**src/rtl/core/bba_pkg.sv**
```systemverilog
// ----------------------------------------------------------------------------
// bba_pkg: shared types and constants of the bitmap block allocator
// Request function codes, response status codes, the divider width and the
// status bundle that the block divider hands back to the sequencer.
// ----------------------------------------------------------------------------
package bba_pkg;

  // Fixed header placed in front of every allocation.
  localparam int HEADER_BYTES = 4;

  // Dividend width: a 32-bit length plus the header needs one extra bit.
  localparam int DIV_W = 33;

  localparam logic [1:0] FN_ALLOC     = 2'd0;
  localparam logic [1:0] FN_FREE      = 2'd1;
  localparam logic [1:0] FN_MARK_USED = 2'd2;
  localparam logic [1:0] FN_MARK_FREE = 2'd3;

  localparam logic [1:0] STAT_OK      = 2'd0;
  localparam logic [1:0] STAT_NOSPACE = 2'd1;
  localparam logic [1:0] STAT_RANGE   = 2'd2;

  typedef struct packed {
    logic             done;
    logic             rem_nz;
    logic [DIV_W-1:0] quot;
  } div_res_t;

endpackage

```
**src/rtl/core/bba_div.sv**
```systemverilog
// ----------------------------------------------------------------------------
// bba_div: block-size division unit
// Divides a 33-bit byte count by the block size, a power of two, in one
// registered step, and reports the quotient and whether a remainder was left.
// ----------------------------------------------------------------------------
module bba_div #(
  parameter int BLOCK_BYTES = 4096
) (
  input  logic                     clk,
  input  logic                     rst,
  input  logic                     start,
  input  logic [bba_pkg::DIV_W-1:0] dividend,
  output bba_pkg::div_res_t        res
);
  import bba_pkg::*;

  // The quotient is the dividend shifted down; the remainder is the bits
  // shifted out.
  localparam int SH = $clog2(BLOCK_BYTES);

  logic             done;
  logic             rem_nz;
  logic [DIV_W-1:0] quot;

  always_ff @(posedge clk) begin
    if (rst) begin
      done <= 1'b0;
    end else begin
      done <= start;
      if (start) begin
        quot   <= dividend >> SH;
        rem_nz <= |dividend[SH-1:0];
      end
    end
  end

  assign res.done   = done;
  assign res.rem_nz = rem_nz;
  assign res.quot   = quot;

endmodule

```
**config.mk**
```make
export PLATFORM = sky130hd
export DESIGN_NAME = bba_div
export DESIGN_NICKNAME = d
export VERILOG_FILES = /design/src/rtl/core/bba_pkg.sv /design/src/rtl/core/bba_div.sv
export SDC_FILE = /design/constraint.sdc
export NUM_CORES = 1
export LEC_CHECK = 0
export BUFFER_PORTS_ARGS = -buffer_cell sky130_fd_sc_hd__buf_2
export CAP_MARGIN = 20
export CORE_MARGIN = 10
export CORE_UTILIZATION = 35
export DETAILED_ROUTE_END_ITERATION = 8
export GPL_TIMING_DRIVEN = 1
export PLACE_DENSITY = 0.84
export SYNTH_ARGS = -nofsm -noshare
export SYNTH_HDL_FRONTEND = slang
export SYNTH_SLANG_ARGS = --single-unit
```
**constraint.sdc**
```tcl
create_clock -name clk -period 4.9 [get_ports clk]
set_clock_uncertainty 0.05 [all_clocks]
set_input_delay 0.98 -clock clk [delete_from_list [all_inputs] [get_ports clk]]
set_output_delay 0.98 -clock clk [all_outputs]
set_load 0.02 [all_outputs]
```
======== Yosys cells after proc, flatten, opt, wreduce, memory -nomap -nowiden ========
Cells that the tools add are included.
word-level totals
  input port bits ......................... 36
  register bits after elaboration ......... 23
  word-level logic and storage cells ...... 6
cells by class
  bitwise operators ....................... 1
  reduce and logical (&&, ||, !) cells .... 2
operators by type and width
  kind                 number
  OR reduction 12 bit  1
  AND reduction 2 bit  1
  inverter 1 bit       1

======== Depth between registers and ports, before layout ========
  word-level depth ........................ 2
  depth in mapped cells ................... 2
  gate-level depth less buffers ........... 2

======== Least setup slack after synthesis ========
Ideal clock, no wire load.
  path type ............................... in2reg
  start ................................... input port start
  end ..................................... register quot[0], enable pin
  slack ................................... 2446 ps
  data required time ...................... 4446 ps
  arrival ................................. 2000 ps
  stages on the path ...................... 1
  path buffers ............................ 0
  path through ............................ nor2b_1
between the ends
  word-level cells in the longest chain between the ends .. 1
RTL lines
  element                        line           source
  from (decl)                    bba_div.sv:11  input logic start,
  AND reduction 2 bit (no line)  n/a
  to (signal assigned)           bba_div.sv:31  quot <= dividend >> SH;
  to (decl)                      bba_div.sv:23  logic [DIV_W-1:0] quot;
No other way between the ends.
A chain may end at the register's enable or synchronous reset.

======== Final worst setup path ========
  start ................................... input port rst
  end ..................................... register quot[0], enable pin
between the ends
  word-level cells in the longest chain between the ends .. 2
RTL lines
  element                        line           source
  from (decl)                    bba_div.sv:10  input logic rst,
  inverter 1 bit (no line)       n/a
  AND reduction 2 bit (no line)  n/a
No other way between the ends.

==> results.sh <==
export IMPL_wirelength_mm=2.014
export IMPL_drc=0
export IMPL_htreeDepth=1
export IMPL_numCtsBuffers=3
export IMPL_vias=539
export IMPL_fp_coreArea_sq_mm=0.002233
export IMPL_syn2layout_area_growth_pct=35.15
export IMPL_cp_max_fo=22
export IMPL_total_leakage_power_nw=0.5071
export IMPL_yosysSeqAreaShare_pct=82.42
export IMPL_p_sw_mw=0.08723
export IMPL_synth_area_per_cell_sq_um=18.77
export IMPL_p_seq_share_pct=63.3
export IMPL_path_class="primary input to register"
export IMPL_vdd_drop_max_mv=0.1337
export IMPL_arrival_ps=1870
export IMPL_rsz0062_at_grt="no"
export IMPL_netSwitchingFraction_pct=23.79
export IMPL_clkPwrFrac_pct=21.7
export IMPL_vias_per_cell=4.115
export IMPL_dp_worst_setup_slack_ps=2537
export IMPL_grtUsageTotal_pct=7.879
export IMPL_die_area_sq_mm=0.004703
export IMPL_max_freq_mhz=501.9
export IMPL_timing_setup_tns_ps=0
export IMPL_design_area_sq_mm=0.001116
export IMPL_path_depth=2
export IMPL_min_path_type="primary input to register"
export IMPL_synth_seq_cells=23
export IMPL_drt_initial_drc_count=4
export IMPL_initial_core_util_pct=36.97
export IMPL_dpl_cell_area_sq_mm=0.001090
export IMPL_ctsHoldBuffers=0
export IMPL_power_mw=0.3667
export IMPL_syn_area_sq_um=825.8
export IMPL_grt_pass1_wl_mm=2.732
export IMPL_post_drt_wl_per_cell_microns=15.37
export IMPL_grt_max_degree=23
export IMPL_finalHoldViolations=0
export IMPL_crit_family="simple AND/OR/NAND/NOR gates"
export IMPL_drt_pre_antenna_iters=4
export IMPL_syn_inst=44
export IMPL_gp_congestion=0.7716
export IMPL_cp_num_buf_inv=1
export IMPL_powerDensity_mw_per_mm2=328.5
export IMPL_post_cts_buffers=0
export IMPL_critPathLaunch="rst"
export IMPL_cp_end_kind="register"
export IMPL_final_min_clock_period_ps=1992
export IMPL_cts_tree="built"
export IMPL_layout_common_cells="buf_2, edfxtp_1, conb_1"
export IMPL_path_clk_slew_ps=110
export IMPL_cts_root_buffer_cell="clkbuf_4"
export IMPL_rows=17
export IMPL_crit_end="quot[0]"
export IMPL_fin_crit_sh_pct=40.66
export IMPL_critPathSlowestCell="nor2b_2"
export IMPL_layout_setup_ws_ps=2908
export IMPL_overflow=0
export IMPL_slew_viol_final=0
export IMPL_layout_nets=140
export IMPL_cts_resized=0
export IMPL_cts_buffer_depth=2
export IMPL_ios=71
export IMPL_num_antenna_cells=0
export IMPL_crit_chain="buf_2, nor2b_2"
export IMPL_grt_antenna_before_repair=0
export IMPL_ant_nets=0
export IMPL_max_cap_viol_count=0
export IMPL_layout_drive_gt1_share_pct=60.19
export IMPL_cpPeakStageDelay_ps=770
export IMPL_tightest_slew_ps=1002
export IMPL_yosysWarnings=0
export IMPL_layout_commonest_cell="buf_2"
export IMPL_cts_sinks=23
export IMPL_setup_violations=0
export IMPL_outcome="finished, final reports clean"
export IMPL_p_int_mw=0.2794
export IMPL_io_buffers=58
export IMPL_synthDistinctLibCells=7
export IMPL_cp_required_ps=4780
export IMPL_grt_pass1_vias=592
export IMPL_power_frac_comb_pct=15.0
export IMPL_slew_headroom_pct=32.92
export IMPL_die_w_microns=68.58
export IMPL_crit_path_start_kind="primary input"
export IMPL_die_h_microns=68.58
==> sequential cells by signal, summed over array words and instances, names as in the netlist <==
name    flops
rem_nz      1
done        1
quot       21
==> metal layers <==
metal  track usage (%)  up-vias  part of all wire (%)
met2             12.79       52                    44
met1             7.454      233                    33
met4             2.261        0                     0
met5                 0        -                     0
li1                  -      254                     -
met3             6.441        0                    22
==> layout make-up <==
cell class              instances  area, sq um
well taps                      28        35.03
flip-flops and latches         23        680.7
multi-input cells              18        83.83
fillers                       204         1117
repair buffers                 58        290.3
clock buffers                   4        26.28
==> logic make-up (layout without fill, tap and decap cells) <==
kind of cell           Yosys count  after routing  share of synthesized area [%]
other                            1             12                         0.4541
DFF                             23             23                          82.42
buffers and inverters           14             62                          12.73
and+or+nand+nor                  6              6                          4.393
==> how the worst min path moves through the flow <==
stage | start | depth (start not counted) | end | slack, ps
after floorplan | rst | 1 | done | 1000
after global placement | dividend[24] | 1 | quot[12] | 1110
after detailed placement | dividend[17] | 1 | quot[5] | 1110
after CTS | dividend[17] | 1 | quot[5] | 790
after global routing | dividend[18] | 1 | quot[6] | 770
final | dividend[29] | 1 | quot[17] | 810
==> power by group through the flow <==
stage,logic [mW],clock network [mW],registers (mW)
after CTS,0.0559,0.0851,0.232
final,0.0551,0.0795,0.232
after detailed placement,0.0558,0,0.237
after global placement,0.0545,0,0.236
after global routing,0.0597,0.0961,0.233
after floorplan,0.0211,0,0.253
==> cells in the mapped netlist <==
cell type | instances | area, sq um
dfxtp_1 | 1 | 20.02
edfxtp_1 | 22 | 660.6
nand3_1 | 1 | 5.000
buf_4 | 14 | 105.1
conb_1 | 1 | 3.750
nor2b_1 | 2 | 12.51
nor4_1 | 3 | 18.77
==> metrics by stage <==
step / utilization [%] / std cells / hold slack (ps)
floorplan: - / 55 / 1002
global placement: 48.80 / 127 / 1108
detailed placement: 48.80 / 127 / 1109
CTS: 49.97 / 131 / 789.0
global route: 49.97 / 131 / 766.8
finish: 49.97 / 131 / 806.1
Power figures use the tool's default switching activity.
